File: config.mk
export PLATFORM = sky130hd
export DESIGN_NAME = psu_recon
export DESIGN_NICKNAME = d
export VERILOG_FILES = /design/src/rtl/psu_pkg.sv /design/src/rtl/psu_recon.sv
export SDC_FILE = /design/constraint.sdc
export NUM_CORES = 1
export LEC_CHECK = 0
export ABC_AREA = 1
export BUFFER_PORTS_ARGS = -buffer_cell sky130_fd_sc_hd__buf_4
export CORE_UTILIZATION = 40
export DETAILED_ROUTE_END_ITERATION = 10
export PLACE_DENSITY = 0.59
export SKIP_CTS_REPAIR_TIMING = 1
export SLEW_MARGIN = 40
export SYNTH_ARGS = -nofsm -noshare
export SYNTH_HDL_FRONTEND = slang
export SYNTH_SLANG_ARGS = --single-unit
File: constraint.sdc
create_clock -name clk -period 19.6 [get_ports clk]
set_clock_uncertainty 0.15 [all_clocks]
set_input_delay 2.94 -clock clk [delete_from_list [all_inputs] [get_ports clk]]
set_output_delay 2.94 -clock clk [all_outputs]
set_load 0.1 [all_outputs]
File: src/rtl/psu_pkg.sv
package psu_pkg;

  localparam int MAX_ROW_BYTES   = 8192;
  localparam int MAX_PIXEL_BYTES = 8;

  localparam int BPP_W      = 4;
  localparam int ROW_LEN_W  = 14;
  localparam int CFG_IDX_W  = 2;
  localparam int CFG_DATA_W = 14;

  // configuration register indexes
  localparam logic [CFG_IDX_W-1:0] REG_BYTES_PER_PIXEL = 2'd0;
  localparam logic [CFG_IDX_W-1:0] REG_ROW_LENGTH      = 2'd1;

  // PNG filter types
  localparam logic [2:0] FLT_NONE  = 3'd0;
  localparam logic [2:0] FLT_SUB   = 3'd1;
  localparam logic [2:0] FLT_UP    = 3'd2;
  localparam logic [2:0] FLT_AVG   = 3'd3;
  localparam logic [2:0] FLT_PAETH = 3'd4;

  // per data byte control handed from the column tracker to reconstruction
  typedef struct packed {
    logic [7:0] data;
    logic [2:0] filter;
    logic       a_ok;     // left neighbor lies inside the row
    logic       b_ok;     // not the first row, above neighbor is real
    logic       row_end;
  } s1_ctrl_t;

endpackage

File: src/rtl/psu_recon.sv
module psu_recon
  import psu_pkg::*;
#(
  parameter int MAX_PIXEL_BYTES = psu_pkg::MAX_PIXEL_BYTES
) (
  input  logic       clk,
  input  logic       rst_n,
  input  s1_ctrl_t   ctrl,
  input  logic [((MAX_PIXEL_BYTES > 1) ? $clog2(MAX_PIXEL_BYTES) : 1)-1:0] bpp_idx,
  input  logic [7:0] above,
  input  logic       shift_en,
  output logic [7:0] pixel
);

  logic [7:0] left_r [MAX_PIXEL_BYTES];
  logic [7:0] ul_r   [MAX_PIXEL_BYTES];
  logic [7:0] a, b, c;
  logic [7:0] pa, pb;
  logic [8:0] pc, ab, c2, sum9;
  logic [7:0] pred;

  assign a = ctrl.a_ok ? left_r[bpp_idx] : 8'd0;
  assign b = ctrl.b_ok ? above : 8'd0;
  assign c = (ctrl.a_ok && ctrl.b_ok) ? ul_r[bpp_idx] : 8'd0;

  // Paeth distances: |b-c|, |a-c|, |a+b-2c|
  always_comb begin
    pa = (b > c) ? (b - c) : (c - b);
    pb = (a > c) ? (a - c) : (c - a);
    ab = {1'b0, a} + {1'b0, b};
    c2 = {c, 1'b0};
    pc = (ab > c2) ? (ab - c2) : (c2 - ab);
  end

  always_comb begin
    sum9 = {1'b0, a} + {1'b0, b};
    unique case (ctrl.filter)
      FLT_SUB:   pred = a;
      FLT_UP:    pred = b;
      FLT_AVG:   pred = sum9[8:1];
      FLT_PAETH: begin
        if (pa <= pb && {1'b0, pa} <= pc) begin
          pred = a;
        end else if ({1'b0, pb} <= pc) begin
          pred = b;
        end else begin
          pred = c;
        end
      end
      default:   pred = 8'd0;
    endcase
  end

  assign pixel = ctrl.data + pred;

  always_ff @(posedge clk) begin
    if (!rst_n) begin
      for (int k = 0; k < MAX_PIXEL_BYTES; k++) begin
        left_r[k] <= 8'd0;
        ul_r[k]   <= 8'd0;
      end
    end else if (shift_en) begin
      for (int k = MAX_PIXEL_BYTES - 1; k > 0; k--) begin
        left_r[k] <= left_r[k-1];
        ul_r[k]   <= ul_r[k-1];
      end
      left_r[0] <= pixel;
      ul_r[0]   <= b;
    end
  end

endmodule

; ---- Yosys cells after proc, flatten, opt, wreduce, memory -nomap -nowiden
; Memories as Yosys holds them, arrays and structs flattened.
; Index checks and enable logic that the tools add are counted.
[word_totals]
elab_cells = 67
input_bits = 28
register_bits = 0
mem_bits_rw = 128
output_inout_bits = 8
mem_count = 2
[classes]
bitwise_logic = 16
magnitude_cmp = 6
n_eq_ne = 4
mux = 29
addsub = 8
reduce_logical = 2
[mem_list]
columns = memory, depth, width, rd, rd_ports_with_merged_regs, write_ports, line_no
row1 = left_r, 8, 8, 8, 0, 8, psu_recon.sv:15  ; logic [7:0] left_r [MAX_PIXEL_BYTES];
row2 = ul_r, 8, 8, 8, 0, 8, psu_recon.sv:16  ; logic [7:0] ul_r [MAX_PIXEL_BYTES];
[ops]
columns = op, count
row1 = $mux 8, 23
row2 = $pmux 8 s4, 1
row3 = $sub 8x8->8, 4
row4 = $le 8x9->1, 2
row5 = $sub 9x9->9, 2
row6 = $gt 8x8->1, 2
row7 = $or 1x1->1, 16
row8 = $add 8x8->9, 1
row9 = $gt 9x9->1, 1
row10 = $mux 9, 1
row11 = $add 8x8->8, 1
row12 = $le 8x8->1, 1
row13 = $eq 3x2->1 const B, 2
row14 = $mux 1, 4
row15 = $eq 3x1->1 const B, 1
row16 = $eq 3x3->1 const B, 1
row17 = $logic_and 1x1->1, 2

; ---- Depth between registers and ports, before layout
; An unclocked memory read counts as a cell.
[logic_depth]
depth_word = 11
depth_mapped = 60
mapped_depth_nobuf = 58

; ---- Worst setup path after synthesis
; OpenSTA, ideal clock, no wires.
[synth_timing]
path_kind = input port to output port
from = input bpp_idx[0] in the netlist's numbering
to = output pixel[6]
required_time_ps = 16510
t_arrival_ps = 11045
setup_slack_ps = 5465
path_buffers = 6
path_stages = 47
cell_sequence = buf_6 -> clkbuf_1 -> clkbuf_1 -> clkbuf_1 -> a21oi_1 -> o21ai_0 -> nand3_1 -> o211ai_1 -> inv_1 -> ha_1 -> o21a_1 -> a21oi_1 -> or2_2 -> o21ai_2 -> a21oi_1 -> o21bai_1 -> xor2_1 -> inv_1 -> [... 11 more ...] -> inv_1 -> nor3_1 -> nand3_1 -> nor2_1 -> nor2_1 -> nand2_2 -> nand2_4 -> buf_6 -> o211ai_1 -> nand3_1 -> nand3_1 -> ha_1 -> inv_1 -> fa_1 -> o21ai_0 -> a21oi_1 -> o21bai_1 -> xor2_1
[synth_between]
elab_chain_cells = 10
word_cells_on_any_way = 25
cone_classes = add/sub (8) / order compare (6) / mux (8) / reduce/logical (1) / memory (2)
[synth_lines]
columns = item, line_no
row1 = "start, declared", psu_recon.sv:9  ; input logic [((MAX_PIXEL_BYTES > 1) ? $clog2(MAX_PIXEL_BYTES) : 1)-1:0] bpp_idx,
row2 = $mem_v2 8x8, --
row3 = $mux 8, psu_recon.sv:22  ; assign a = ctrl.a_ok ? left_r[bpp_idx] : 8'd0;
row4 = $add 8x8->9, "psu_recon.sv:30, psu_recon.sv:36"
row5 = $sub 9x9->9 or $gt 9x9->1 (tied branches), psu_recon.sv:32  ; pc = (ab > c2) ? (ab - c2) : (c2 - ab);
row6 = $mux 9, psu_recon.sv:32
row7 = $le 8x9->1 (on tied branches), "psu_recon.sv:44, psu_recon.sv:42"
row8 = $mux 8 or $logic_and 1x1->1 (tied branches), "psu_recon.sv:44, psu_recon.sv:42"
row9 = $mux 8, psu_recon.sv:42  ; if (pa <= pb && {1'b0, pa} <= pc) begin
row10 = $pmux 8 s4 *, psu_recon.sv:37  ; unique case (ctrl.filter)
row11 = $add 8x8->8 *, psu_recon.sv:54  ; assign pixel = ctrl.data + pred;
row12 = "end, declared", psu_recon.sv:12  ; output logic [7:0] pixel
; Every way passes the cells marked *; elsewhere a longest branch is shown, timed or not.

; ---- Worst setup path in the final report
[layout_timing]
from = input bpp_idx[0] in the netlist's numbering
to = output pixel[7]
; The elaborated chain is that of the path after synthesis.

==> out/results.env <==
SLOWEST_STAGE='buf_4'
WORSTHOLDENDPOINT='left_r[3][1]'
NUMCTSBUFFERS=17
DIE_AREA_UM2=24290
TIGHTEST_SLEW_NS=0.7987
ROUTE.DETAILED.VIAS_PER_INST=5.000
YOSYS.AREA.TOP_TYPE_SHARE=0.4059
MAX_FREQ_GHz=0.06729
VDD_DROP_MAX_mV=0.1396
DIE_HEIGHT_UM=155.9
TIMING.SLEW.HEADROOM=0.4675
MAXCAPVIOLCOUNT=0
NETS=1325
DIE_X_UM=155.9
CRIT_PATH_MAX_INCR_DELAY_NS=0.52
REPORT.FINAL.SETUP_VIOL=0
FINALWIRELENGTH_UM=23700
GRTUSAGETOTAL=0.2001
SYNTH_AREA_LEADER_CELL='edfxtp_1'
YOSYSWARNINGS=0
FF2FF_PATH_DEPTH=46
POWER.COMBINATIONAL.FRACTION=0.444
VIA_COUNT_OF_THE_FIRST_GLOBAL_ROUTING_PASS=7122
DRT-INITIAL-DRC-COUNT=655
ROUTE.VIAS.TOTAL=7685
ENDPOINT_REQUIRED_TIME_ON_THE_CRITICAL_PATH_NS=16.51
FILLCELLCOUNT=2257
CLK_TRANSITION_REPORTED_PATHS_NS=0.06
TRITONCTS_NUM_SINKS=128
FIN_SETUP_TNS_NS=0
ENDPOINT_KIND='output port'
YS_SEQ_AREA_FRAC=0.4059
TOTAL_SWITCHING_POWER_mW=0.4786
CP.BUFFERS_INVERTERS=9
SYNTHCELLS=1191
POST-ROUTE-DRC-COUNT=0
TIMING.RR.START='left_r[1][2]'
YS_SEQ_ELEMENTS=128
FIRST_PASS_ITERS=5
REPORT.FINAL.SLEW_VIOL_COUNT=0
PORTBUFFERS=34
CLKPWRFRAC=0.267
WORST_PATH_MOST_REPEATED_CELL='nand2_1'
SWSHARE=0.4220
FRACTION_OF_FINAL_LAYOUT_CELLS_SIZED_BEYOND_DRIVE_STRENGTH_1=0.09886
SYNTH.TOP_CELLS.BY_COUNT='231 x inv_1, 167 x nand2_1, 164 x nor2_1'
HP-START='left_r[2][1]'
TOTAL_POWER_mW=1.134
SYNTH_FP_NETS=1305
ROWS=55
CRIT_FANOUT=65
FINAL_ANTENNA_NET_COUNT=0
SEQPWRFRAC=0.289
SYNTH_ENABLE_FLOP_CELLS=128
CTS_MAX_LEVEL=4
STARTING_DENSITY=0.4132
GRT_PASS1_WL_UM=37650
CTS.ROOT.BUFFER_CELL='clkbuf_16'
CP-START-KIND='input pin'
RUN_STATUS='finished, final reports clean'
WHS_PATH_DEPTH=2
GR-TOTAL-OVERFLOW=0
REG2REG_TO='left_r[0][7]'
GRT_ANTENNA_BEFORE_REPAIR=0
ROUTABILITYCONGESTION=0.9159
CORE_REGION_AREA_UM2=22920
SYNTH_MOST_COMMON_CELL='inv_1'
POST_DRT_WL_PER_CELL_UM=15.42
P_PER_AREA_nW_PER_UM2=106.9
WORST_SKEW_PAIR.LATE_LATENCY_NS=0.42
POSTSYNTH.ASYNCRESETSHARE=0
UNREPAIRED_SETUP_ENDPOINTS_AFTER_GLOBAL_ROUTING='no'
MIN_PATH_TYPE='reg -> reg'
SETUP.WORST_PATH.CLASS='in -> out'
FINAL_MIN_PERIOD_OVER_CLOCK_PERIOD=0.7582
PATH_DELAY_FAMILY='compound AO/OA/AOI/OAI gates'
YOSYSUNIQUECELLTYPES=45
SYNTH_AREA_UM2=9469
REGISTER_TO_REGISTER_SETUP_SLACK_NS=11.23
CTSLONGESTPATHBUFFERS=2
ANTENNA_CELLS_INSERTED=0
INTERNAL-POWER_mW=0.6554
PERIOD_MINUS_SLACK_NS=14.86
MAPPED_AVG_CELL_AREA_UM2=7.951
DESIGN.PORTCOUNT=36
TRITONCTS='done'
CRITICAL_PATH_ARRIVAL_NS=11.77
SYNTH-MAIN-FF-CELL='edfxtp_1'
POWER.STATIC_LEAKAGE_nW=4.991
LAYOUT-AREA-OVERHEAD-VS-SYNTH_PCT=12.01
BIGGEST_AREA_CONTRIBUTORS_IN_THE_SYNTHESIZED_NETLIST='edfxtp_1 41%, ha_1 11%, inv_1 9.2%'
GRT_START_MAX_NET_PINS=96
HOLD_VIOL=0
HPWL_UM=16740
[worst max-delay path by stage]
stage	from	endpoint	slack, ns	depth (start not counted)
2_1_floorplan	bpp_idx[0]	pixel[6]	5.47	47
3_3_place_gp	bpp_idx[0]	pixel[7]	4.79	50
3_5_place_dp	bpp_idx[0]	pixel[7]	4.80	50
4_1_cts	bpp_idx[0]	pixel[7]	4.74	50
5_1_grt	bpp_idx[0]	pixel[7]	3.76	49
6_report	bpp_idx[0]	pixel[7]	4.74	50
[sequential cells by signal, indices dropped and copies added, names as in the netlist]
signal,count
ul_r,64
left_r,64
[area by class of cell]
class                      count  area, um2  area share
clock buffer                  18      429.2     0.04046
clock inverter                14      133.9     0.01262
inverter                     241      904.6     0.08529
multi-input combinational    779       4569      0.4308
sequential                   128       3844      0.3624
tap                          313      391.6     0.03692
timing repair buffer          44      334.1     0.03150
[per-layer routing]
| layer | up-vias | track usage | routed length [um] |
|---|---|---|---|
| met5 | - | 0 | 0 |
| met4 | 0 | 0.04715 | 291 |
| met3 | 23 | 0.02833 | 1079 |
| met2 | 197 | 0.3193 | 10650 |
| met1 | 3542 | 0.2852 | 11680 |
| li1 | 3923 | - | - |
[worst reg2reg max path, delay by kind of cell (launching register included)]
family | cells | cell delay [ns]
adder cells (fa/ha/maj) | 4 | 1.39
AO/OA/AOI/OAI | 20 | 2.80
flip-flops | 1 | 0.36
AND/OR/NAND/NOR | 15 | 2.17
buffers and inverters | 4 | 0.41
XOR/XNOR | 3 | 0.84
[cells by family after synthesis]
kind of cell	count (synthesis)	share of synthesized area
and+or+nand+nor	424	0.1908
buffers and inverters	284	0.1156
AOI/OAI and AO/OA	241	0.1439
DFF	128	0.4059
adders and majority gates	86	0.1176
xor gates and xnor gates	26	0.02405
muxes	2	0.002114
[per-stage QoR]
stage | util | setup slack (ns) | cell area [um2] | hold WS [ns] | instances
2_1_floorplan | - | 5.465 | 9469 | 0.3811 | 1191
3_3_place_gp | 0.4371 | 4.791 | 10020 | 0.3841 | 1505
3_5_place_dp | 0.4381 | 4.795 | 10040 | 0.3946 | 1505
4_1_cts | 0.4626 | 4.744 | 10600 | 0.4089 | 1537
5_1_grt | 0.4628 | 3.755 | 10610 | 0.4249 | 1537
6_report | 0.4628 | 4.739 | 10610 | 0.4067 | 1537
[layout by cell type, fill, tap and decap left out, drive strengths merged, types with 7 or more instances in the layout]
cell type,instances
inv,246
nand2,179
nor2,165
edfxtp,128
a21oi,102
o21ai,86
ha,81
nand3,59
buf,44
xor2,23
clkbuf,18
o211ai,17
nor3,7
[power by group through the flow]
| stage | logic [mW] | registers, mW | clock network [mW] |
|---|---|---|---|
| after floorplan | 0.402 | 0.333 | 0 |
| after global placement | 0.497 | 0.333 | 0 |
| after detailed placement | 0.499 | 0.333 | 0 |
| after CTS | 0.503 | 0.328 | 0.307 |
| after global routing | 0.562 | 0.330 | 0.319 |
| final | 0.504 | 0.328 | 0.303 |
Power figures use the tool's default switching activity.
