`config.mk`:
```
export PLATFORM = sky130hd
export DESIGN_NAME = psu_ctrl
export DESIGN_NICKNAME = d
export VERILOG_FILES = /design/src/rtl/psu_pkg.sv /design/src/rtl/psu_ctrl.sv
export SDC_FILE = /design/constraint.sdc
export NUM_CORES = 1
export LEC_CHECK = 0
export ABC_AREA = 0
export BUFFER_PORTS_ARGS = -buffer_cell sky130_fd_sc_hd__buf_4
export CAP_MARGIN = 20
export CORE_MARGIN = 4
export CORE_UTILIZATION = 46
export DETAILED_ROUTE_END_ITERATION = 12
export HOLD_SLACK_MARGIN = 0.06
export PLACE_DENSITY = 0.88
export SLEW_MARGIN = 20
export SYNTH_ARGS = -nofsm -noshare
export SYNTH_HDL_FRONTEND = slang
export SYNTH_SLANG_ARGS = --single-unit
```
`constraint.sdc`:
```
create_clock -name clk -period 2.4 [get_ports clk]
set_input_delay 0.36 -clock clk [delete_from_list [all_inputs] [get_ports clk]]
set_output_delay 0.36 -clock clk [all_outputs]
set_load 0.02 [all_outputs]
```
`src/rtl/psu_pkg.sv`:
```
package psu_pkg;

  localparam int MAX_ROW_BYTES   = 8192;
  localparam int MAX_PIXEL_BYTES = 8;

  localparam int BPP_W      = 4;
  localparam int ROW_LEN_W  = 14;
  localparam int CFG_IDX_W  = 2;
  localparam int CFG_DATA_W = 14;

  // configuration register indexes
  localparam logic [CFG_IDX_W-1:0] REG_BYTES_PER_PIXEL = 2'd0;
  localparam logic [CFG_IDX_W-1:0] REG_ROW_LENGTH      = 2'd1;

  // PNG filter types
  localparam logic [2:0] FLT_NONE  = 3'd0;
  localparam logic [2:0] FLT_SUB   = 3'd1;
  localparam logic [2:0] FLT_UP    = 3'd2;
  localparam logic [2:0] FLT_AVG   = 3'd3;
  localparam logic [2:0] FLT_PAETH = 3'd4;

  // per data byte control handed from the column tracker to reconstruction
  typedef struct packed {
    logic [7:0] data;
    logic [2:0] filter;
    logic       a_ok;     // left neighbor lies inside the row
    logic       b_ok;     // not the first row, above neighbor is real
    logic       row_end;
  } s1_ctrl_t;

endpackage

```
`src/rtl/psu_ctrl.sv`:
```
module psu_ctrl
  import psu_pkg::*;
#(
  parameter int MAX_ROW_BYTES   = psu_pkg::MAX_ROW_BYTES,
  parameter int MAX_PIXEL_BYTES = psu_pkg::MAX_PIXEL_BYTES
) (
  input  logic                 clk,
  input  logic                 rst_n,
  input  logic                 accept,
  input  logic [7:0]           data_byte,
  input  logic                 start_of_image,
  input  logic [BPP_W-1:0]     cfg_bpp,
  input  logic [ROW_LEN_W-1:0] cfg_row_len,
  output logic                 is_data,
  output s1_ctrl_t             ctrl,
  output logic [((MAX_ROW_BYTES > 1) ? $clog2(MAX_ROW_BYTES) : 1)-1:0] rd_addr,
  output logic [((MAX_PIXEL_BYTES > 1) ? $clog2(MAX_PIXEL_BYTES) : 1)-1:0] bpp_idx
);

  localparam int CW = $clog2(MAX_ROW_BYTES + 1);
  localparam int AW = (MAX_ROW_BYTES > 1) ? $clog2(MAX_ROW_BYTES) : 1;
  localparam int PW = (MAX_PIXEL_BYTES > 1) ? $clog2(MAX_PIXEL_BYTES) : 1;

  logic [CW-1:0]    col_r, col_nxt;        // 0: expecting filter byte
  logic [2:0]       filter_r, filter_nxt;
  logic             first_r, first_nxt;
  logic [BPP_W-1:0] eff_bpp;
  logic [CW-1:0]    eff_len;
  logic [31:0]      len32;
  logic             row_end;

  always_comb begin
    if (cfg_bpp == '0) begin
      eff_bpp = BPP_W'(1);
    end else if (cfg_bpp > BPP_W'(MAX_PIXEL_BYTES)) begin
      eff_bpp = BPP_W'(MAX_PIXEL_BYTES);
    end else begin
      eff_bpp = cfg_bpp;
    end
  end

  always_comb begin
    len32 = 32'(cfg_row_len);
    if (len32 == 32'd0) begin
      eff_len = CW'(1);
    end else if (len32 > 32'(MAX_ROW_BYTES)) begin
      eff_len = CW'(MAX_ROW_BYTES);
    end else begin
      eff_len = CW'(len32);
    end
  end

  assign is_data = !start_of_image && (col_r != '0);
  assign row_end = (col_r >= eff_len);
  assign rd_addr = AW'(col_r - CW'(1));
  assign bpp_idx = PW'(eff_bpp - BPP_W'(1));

  assign ctrl.data    = data_byte;
  assign ctrl.filter  = filter_r;
  assign ctrl.a_ok    = (col_r > CW'(eff_bpp));
  assign ctrl.b_ok    = !first_r;
  assign ctrl.row_end = row_end;

  always_comb begin
    col_nxt    = col_r;
    filter_nxt = filter_r;
    first_nxt  = first_r;
    if (accept) begin
      if (!is_data) begin
        if (start_of_image) begin
          first_nxt = 1'b1;
        end
        filter_nxt = (data_byte <= {5'd0, FLT_PAETH}) ? data_byte[2:0] : FLT_NONE;
        col_nxt    = CW'(1);
      end else if (row_end) begin
        col_nxt   = '0;
        first_nxt = 1'b0;
      end else begin
        col_nxt = col_r + CW'(1);
      end
    end
  end

  always_ff @(posedge clk) begin
    if (!rst_n) begin
      col_r    <= '0;
      filter_r <= FLT_NONE;
      first_r  <= 1'b1;
    end else begin
      col_r    <= col_nxt;
      filter_r <= filter_nxt;
      first_r  <= first_nxt;
    end
  end

endmodule

```
# Yosys cells after proc, flatten, opt, wreduce, memory -nomap -nowiden
# Cells that the tools add are included.
[classes] n_mux=10 reduce_logical=9 div_mod_pow=0 shifts=0 n_bitwise=1 multipliers=0 eq_ne=1 add_sub_neg=3 n_lt_le_gt_ge=5
[op_table] operator="$mux W14" count=4
[op_table] operator="$add A14 B1 Y14 const B" count=1
[op_table] operator="$ge A14 B14 Y1" count=1
[op_table] operator="$gt A14 B14 Y1 const B" count=1
[op_table] operator="$gt A14 B4 Y1" count=1
[op_table] operator="$logic_not A14 Y1" count=1
[op_table] operator="$reduce_bool A14 Y1" count=1
[op_table] operator="$sub A13 B1 Y13 const B" count=1
[op_table] operator="$le A8 B3 Y1 const B" count=1
[op_table] operator="$mux W4" count=2
[op_table] operator="$gt A4 B4 Y1 const B" count=1
[op_table] operator="$logic_not A4 Y1" count=1
[op_table] operator="$mux W1" count=3
[op_table] operator="$mux W3" count=1
[op_table] operator="$reduce_and A3 Y1" count=1
[op_table] operator="$sub A3 B1 Y3 const B" count=1
[op_table] operator="$logic_not A1 Y1" count=2
[op_table] operator="$ne A2 B1 Y1 const B" count=1
[op_table] operator="$reduce_and A2 Y1" count=1
[op_table] operator="$reduce_bool A2 Y1" count=1
[op_table] operator="$logic_and A1 B1 Y1" count=1
[op_table] operator="$not A1 Y1" count=1
[totals] wordCells=32 mem_bits_rw=0 output_inout_bits=31 regBits=18 latch_bits=0 memories=0 in_bits=30 mem_bits_ro=0

# Logic depth before layout (Yosys ltp)
# Gate-level depths: netlist of run 1.
[logic_depth] ltp_word=6 depth_mapped=12 ltp_nobuf=11

# Least setup slack after synthesis of run 1
# OpenSTA, ideal clock, no wires.
[synth_timing] path_kind="input port to flip-flop" startpoint="input port cfg_row_len[0]" endpoint="register col_r[2]" path_stages=11 setup_time_ns=0.072 path_buffers=1 setup_slack_ns=0.074 required_ns=2.328 arrival_time_ns=2.254 cell_sequence="nor4_1 nand4_1 a21oi_1 ha_1 nand2b_1 a21oi_1 o211ai_2 a211oi_4 buf_6 nand3_1 mux2i_1"
[synth_between] elab_chain_cells=6 elab_cells_between_ends=7 cone_classes="2 x order compare; 4 x mux; 1 x reduce/logical"
[synth_lines] element="from (decl)" line_no="psu_ctrl.sv:13" text="input logic [ROW_LEN_W-1:0] cfg_row_len,"
[synth_lines] element="$gt A14 B14 Y1" line_no="psu_ctrl.sv:46" text="end else if (len32 > 32'(MAX_ROW_BYTES)) begin"
[synth_lines] element="$mux W14" line_no="psu_ctrl.sv:46"
[synth_lines] element="$mux W14 (*)" line_no="psu_ctrl.sv:44" text="if (len32 == 32'd0) begin"
[synth_lines] element="$ge A14 B14 Y1 (*)" line_no="psu_ctrl.sv:54" text="assign row_end = (col_r >= eff_len);"
[synth_lines] element="$mux W14 (*)" line_no="psu_ctrl.sv:75" text="end else if (row_end) begin"
[synth_lines] element="$mux W14 (*)" line_no="psu_ctrl.sv:69" text="if (!is_data) begin"
[synth_lines] element="to (signal assigned)" line_no="psu_ctrl.sv:90" text="col_r <= col_nxt;"
[synth_lines] element="to (decl)" line_no="psu_ctrl.sv:24" text="logic [CW-1:0] col_r, col_nxt;"
# Mark *: on every way between the ends. The rest lies on a longest branch, timed or not.
# A chain may end at the register's enable or synchronous reset.

# Worst setup path in the final report of run 1
[layout_timing] startpoint="input port cfg_row_len[3]" endpoint="register col_r[7]"
# The elaborated chain is that of the path after synthesis.

==> summary.md, run 1 <==
| Metric | Value |
|---|---|
| Outcome | finished, violations left |
| Violated checks | setup timing |
| Synthesized area per cell | roughly 7.4 um^2 |
| CORE AREA | roughly 0.0038 mm^2 |
| Largest net degree at the start of global routing | 17 |
| MaxCap Viol Count | 0 |
| Synth-to-Final Area Change | 41.59% |
| I/O pins | slightly above 60 |
| Tcrit/Tclk final | 1.011 |
| CP Capture Type | register |
| Final setup viols | 3 |
| Final WL | roughly 5500 um |
| CTS Sinks | 18 |
| Tightest Hold Check Type | input port to register |
| Root Driver | clkbuf_8 |
| Placed cell area | roughly 0.0024 mm^2 |
| Post-Syn Nets | ~300 |
| Initial antenna violation count | 0 |
| Critical path required time | 2.59 ns |
| M1 GR Usage | 0.2555 |
| Final hold violations | 0 |
| Initial core utilization | 0.4874 |
| GRT met2 Usage | 0.3255 |
| Crit-path leading delay family | compound AO/OA/AOI/OAI gates |
| Worst-path cell chain | buf_8 -> nor4_4 -> nand4_1 -> nand2_1 -> nand2_1 -> ha_2 -> a21o_1 -> a21oi_2 -> o211ai_2 -> buf_4 -> a211oi_4 -> clkbuf_16 -> nand3_2 -> mux2i_1 |
| Post-synthesis register bit count | 18 |
| Crit-path max FO | 8 |
| Fill cells | 280 |
| Vias after detailed routing | slightly above 2,000 |
| Register area share after synthesis | 0.1961 |
| Diode count | 0 |
| Gr usage total | 0.1954 |
| Minimum clock period | between 2 and 2.5 ns |
| Max Root-Sink Buffers | 2 |
| Setup CP Type | input port to register |
| WP buf/inv | 3 |
| Clk_lat worst skew | approximately 0.26 ns |
| First-pass GRT wire length | between 8000 and 9000 um |
| Slew margin rel. | 0.6398 |
| GRT met3 Usage | 0.02244 |
| Final setup margin | -0.02591 ns |
| Max incr delay on CP | approximately 0.32 ns |
| Most frequent cells in the layout | buf_4 (77), nand2_1 (40), ha_1 (19), nand3_1 (16), dfxtp_1 (16) |
| CTS clk-pin slew, worst paths | 0.06 ns |
| Layout cell share with drive strength beyond 1 | 0.3826 |
| Slowest cell on crit path | a211oi_4 |
| Busiest grt layer | met2 |
| Avg WL per Cell | approximately 15 um |
| Initial drt markers | around 110 |
| Crit path DAT | 2.61 ns |
| TritonCTS Buffers | 3 |
| Worst-Margin Slew | around 0.54 ns |
| GR Overflow Total | 0 |
| Layout Nets | between 300 and 400 |
| CTS tree | yes |
| Layout Utilization | 0.6901 |
| FP Rows | 22 |
| Max Clock Skew | between 0.0015 and 0.002 ns |
| Post-layout instance area | about 0.0026 mm^2 |
| H-tree depth | 1 |
| Pwr dens | ~320 mW/mm^2 |
| Worst hold margin | 0.3370 ns |
| PortBufs | 60 |
| Commonest non-fill, non-tap cell in the layout | buf_4 |
| CP most frequent cell | nand2_1 |
| RSZ-0062 raised after global routing | yes |
| DRT Pass-1 Iters | 4 |
| Full die area | between 0.005 and 0.006 mm^2 |
| Die X | around 70 um |
| Post-synthesis instance total | between 200 and 250 |
| Synth Warn # | 0 |
| Vias per std cell | 5.669 |
| Vias in the first global route | ~1,800 |
| Post-Syn Area | between 0.0015 and 0.002 mm^2 |
| Die Y | between 70 and 80 um |
| Routability cong. | 0.9294 |
| Post-DP HPWL | between 3000 and 4000 um |
| Fmax achieved | 0.4122 GHz |
| Final Max Slew Viols | 0 |
| Post-synth cell types | 46 |
| Remaining DRCs | 0 |
| Startpoint types | input port |
| Routed Antenna Nets | 0 |
| VDD IR max | 0.1773 mV |
| P_leak | 1.230 nW |
-- through the flow --
step | total power [W] | setup WS [ns] | instances | TNS (ns)
2_1_floorplan | 0.0004675 | 0.07448 | 247 | 0
3_3_place_gp | 0.0005866 | -0.09483 | 352 | -0.6682
3_5_place_dp | 0.0005919 | -0.1601 | 352 | -1.410
4_1_cts | 0.0008066 | 0.002194 | 356 | 0
5_1_grt | 0.0008613 | -0.1179 | 359 | -1.277
6_report | 0.0008273 | -0.02591 | 359 | -0.06764
-- sequential cells by signal (all words and copies together) (netlist names) --
name,flops
col_r,14
filter_r,3
first_r,1
-- path summary, 6_finish.rpt --
kind	start	to	slack, ns	cells after the start
max	cfg_row_len[3]	col_r[7]$_SDFFE_PN0P_	-0.03	14
min	rst_n	first_r$_SDFFE_PN1P_	0.34	2
max reg2reg	col_r[8]$_SDFFE_PN0P_	col_r[7]$_SDFFE_PN0P_	0.13	8
min reg2reg	filter_r[1]$_SDFFE_PN0P_	filter_r[1]$_SDFFE_PN0P_	0.47	2
-- repair_timing --
item,CTS,global route
setup endpoints to repair,2,16
pin swaps,3,20
gates cloned,0,1
resized for setup,6,28
buffers inserted,1,2
hold buffers,0,0
-- cell type report --
type | instances | area [um^2] | area share
Multi-Input combinational cell | 192 | 1410 | 0.5418
Tap cell | 48 | 60.06 | 0.02308
Timing Repair Buffer | 83 | 671.9 | 0.2582
Inverter | 15 | 56.30 | 0.02163
Sequential cell | 18 | 362.8 | 0.1394
Clock buffer | 3 | 41.29 | 0.01587
-- cells by family (layout without fill, tap and decap cells) --
| kind of cell | Yosys count | after routing | share of synthesized area |
|---|---|---|---|
| adder cells (fa/ha/maj) | 22 | 22 | 0.1498 |
| AND/OR/NAND/NOR | 111 | 111 | 0.3057 |
| flip-flops | 18 | 18 | 0.1961 |
| XOR/XNOR | 13 | 13 | 0.06195 |
| AO/OA/AOI/OAI | 41 | 41 | 0.1491 |
| buffers and inverters | 37 | 101 | 0.1103 |
| multiplexers | 5 | 5 | 0.02723 |
-- cell usage after synthesis (all sizes together) --
master / number / area, um^2
nor2: 11 / 41.29
a21oi: 16 / 80.08
a21o: 1 / 7.510
nor2b: 2 / 12.51
and3: 3 / 20.02
and4: 1 / 10.01
xnor2: 5 / 43.79
or4: 1 / 7.510
nand2b: 2 / 12.51
buf: 18 / 130.1
ha: 22 / 275.3
o211ai: 1 / 12.51
inv: 15 / 56.30
nand2: 42 / 160.2
nand3: 22 / 110.1
mux2i: 5 / 50.05
nor4: 7 / 65.06
a41o: 1 / 11.26
xor2: 8 / 70.07
nand4: 8 / 56.30
and2: 2 / 13.77
nor3: 9 / 45.04
a21boi: 3 / 22.52
a41oi: 1 / 8.760
a22oi: 3 / 22.52
clkbuf: 4 / 16.26
a32oi: 1 / 8.760
o2111ai: 1 / 8.760
o21ai: 9 / 45.04
o211a: 1 / 10.01
o21a: 1 / 7.510
a211oi: 1 / 20.02
nor3b: 1 / 7.510
o221ai: 1 / 8.760
dfxtp: 18 / 360.4
-- worst reg2reg max path, stage by stage (launching register included) --
cell,delay (ns)
dfxtp_1,0.66
ha_1,0.34
nand2_1,0.09
o21a_1,0.15
o21ai_0,0.17
a211oi_4,0.37
clkbuf_16,0.23
nand3_2,0.07
mux2i_1,0.13
-- layer usage --
metal	vias to the layer above	wire, um
li1	993	-
met3	8	358
met1	952	2284
met2	82	2733
met4	0	100
met5	-	0
-- report_power, final --
group          internal, W  leakage, nW  switching, W
clock             0.000112       0.0216     0.0000986
combinational     0.000148         1.06      0.000167
sequential        0.000301        0.146    0.00000133
total             0.000560         1.23      0.000267
(Power assumes the default switching activity.)
==> run 2, diff against run 1 <==
--- a/config.mk
+++ b/config.mk
@@ -12,7 +12,7 @@
 export CORE_UTILIZATION = 46
 export DETAILED_ROUTE_END_ITERATION = 12
 export HOLD_SLACK_MARGIN = 0.06
-export PLACE_DENSITY = 0.88
+export PLACE_DENSITY_LB_ADDON = 0.1
 export SLEW_MARGIN = 20
 export SYNTH_ARGS = -nofsm -noshare
 export SYNTH_HDL_FRONTEND = slang
==> summary.md, run 2 (synthesis results as in run 1) <==
| Metric | Value |
|---|---|
| Outcome | completed |
| VDD IR max | roughly 0.29 mV |
| Worst-Margin Slew | ~0.48 ns |
| Crit path DAT | between 2 and 2.5 ns |
| Fmax achieved | around 0.42 GHz |
| Commonest non-fill, non-tap cell in the layout | buf_4 |
| Psw | around 0.00028 W |
| Remaining DRCs | 0 |
| Vias per std cell | around 5.4 |
| Worst-path cell chain | buf_4 -> nor4_4 -> nand4_1 -> a21oi_2 -> ha_1 -> nand2b_4 -> a21oi_2 -> o211ai_2 -> a21oi_2 -> inv_1 -> buf_6 |
| P_leak | 1.269 nW |
| Final setup margin | 0.01660 ns |
| Final hold violations | 0 |
| Largest Register | col_r |
| Diode count | 0 |
| Vias after detailed routing | about 2,000 |
| H-tree depth | 1 |
| Register share of total power | 0.343 |
| Final WL | roughly 5300 um |
| Startpoint types | input port |
| Pwr dens | 327.1 mW/mm^2 |
| DRT Pass-1 Iters | 4 |
| Crit Reg-Reg Startpoint | col_r[10]$_SDFFE_PN0P_ |
| Top Metal Used | met4 |
| Wl on met1 | about 2500 um |
| Final Max Slew Viols | 0 |
| Die Y | 71.21 um |
| Full die area | approximately 0.005 mm^2 |
| Critical path required time | 2.04 ns |
| Crit path launch | cfg_row_len[1] |
| Gate power share | 0.364 |
| Vias in the first global route | approximately 1,800 |
| WL met2 | 2344 um |
| Initial core utilization | 0.4874 |
| Tightest Hold Check Type | input port to register |
| Crit-path leading delay family | compound AO/OA/AOI/OAI gates |
| Most frequent cells in the layout | buf_4 (80), nand2_1 (39), nand3_1 (18), ha_1 (18), dfxtp_1 (16) |
| Root Driver | clkbuf_8 |
| Top flop regs | col_r (14), filter_r (3), first_r (1) |
| CP Capture Type | primary output |
| Post-DP HPWL | roughly 3800 um |
| Sw Ratio | 0.3192 |
| Clock power share | 0.293 |
| CTS clk-pin slew, worst paths | 0.07 ns |
| Clk_lat worst skew | 0.26 ns |
| Setup WS pre-CTS | -0.2390 ns |
| Max Clock Skew | roughly 0.0015 ns |
| Slowest cell on crit path | nor4_4 |
| Max reg flops | 14 |
| Layout Utilization | 0.7120 |
| Metal3 WL | roughly 380 um |
| Fill cells | ~330 |
| Routed Antenna Nets | 0 |
| FP Rows | 22 |
| Initial drt markers | between 100 and 150 |
| CP most frequent cell | a21oi_2 |
| Hold path start | rst_n |
| Setup CP Type | input port to primary output |
| WP buf/inv | 3 |
| Layout cell share with drive strength beyond 1 | 0.4209 |
| Slew margin rel. | 0.6768 |
| Gr usage total | 0.1923 |
| CTS tree | yes |
| TritonCTS Buffers | 3 |
| Minimum clock period | around 2.4 ns |
| CTS Sinks | 18 |
| Max incr delay on CP | 0.24 ns |
| RSZ-0062 raised after global routing | yes |
| GR Overflow Total | 0 |
| First-pass GRT wire length | ~8000 um |
| Tcrit/Tclk final | 0.9931 |
| Internal | about 0.0006 W |
| Avg WL per Cell | between 10 and 15 um |
| Largest net degree at the start of global routing | 17 |
| Initial antenna violation count | 0 |
| I/O pins | 61 |
| Final setup viols | 0 |
| MaxCap Viol Count | 0 |
| Crit-path max FO | 2 |
| Routability cong. | roughly 0.84 |
| CORE AREA | 0.003771 mm^2 |
| Die X | approximately 71 um |
| PortBufs | 60 |
| Max Root-Sink Buffers | 2 |
| Layout Nets | roughly 370 |
| Synth-to-Final Area Change | 46.09% |
-- run 2: layout make-up --
| cell class | instances | area (um^2) | area share |
|---|---|---|---|
| repair buffers | 87 | 701.9 | 0.2614 |
| multi-input cells | 192 | 1449 | 0.5396 |
| flip-flops and latches | 18 | 362.8 | 0.1351 |
| inverters | 15 | 56.30 | 0.02097 |
| well taps | 48 | 60.06 | 0.02237 |
| clock buffers | 4 | 55.05 | 0.02050 |
-- run 2: repair_timing --
action	CTS	global route
pin swaps	6	19
gates cloned	0	1
hold buffers	0	0
buffers inserted	2	2
resized for setup	9	36
endpoints found under the setup margin	2	13
-- run 2: path summary, 6_finish.rpt --
kind         slack [ns]  depth (start not counted)                       end
max                0.02                         11                   ctrl[0]
min                0.33                          2      first_r$_SDFFE_PN1P_
max reg2reg        0.30                          7     col_r[2]$_SDFFE_PN0P_
min reg2reg        0.46                          2  filter_r[1]$_SDFFE_PN0P_
-- run 2: power groups by stage --
stage          clock network (W)  logic (W)  registers (W)
4_1_cts                 0.000260   0.000299       0.000301
6_report                0.000257   0.000320       0.000302
3_3_place_gp                   0   0.000284       0.000308
3_5_place_dp                   0   0.000286       0.000308
2_1_floorplan                  0   0.000157       0.000310
5_1_grt                 0.000276   0.000349       0.000302
-- run 2: metrics by stage --
step	power, W	cell area, um^2	hold WS, ns	TNS [ns]	cells
after floorplan	0.0004675	1838	0.4318	0	247
after global placement	0.0005918	2380	0.4515	-1.009	355
after detailed placement	0.0005939	2380	0.4598	-2.065	355
after CTS	0.0008602	2494	0.3302	-0.0003577	361
after global routing	0.0009264	2685	0.3433	-1.065	364
final	0.0008784	2685	0.3289	0	364
-- run 2: layer usage --
metal,vias to the layer above,global-route usage
met5,-,0
met4,0,0.06054
met3,5,0.02244
met2,68,0.2929
met1,877,0.2818
li1,1007,-
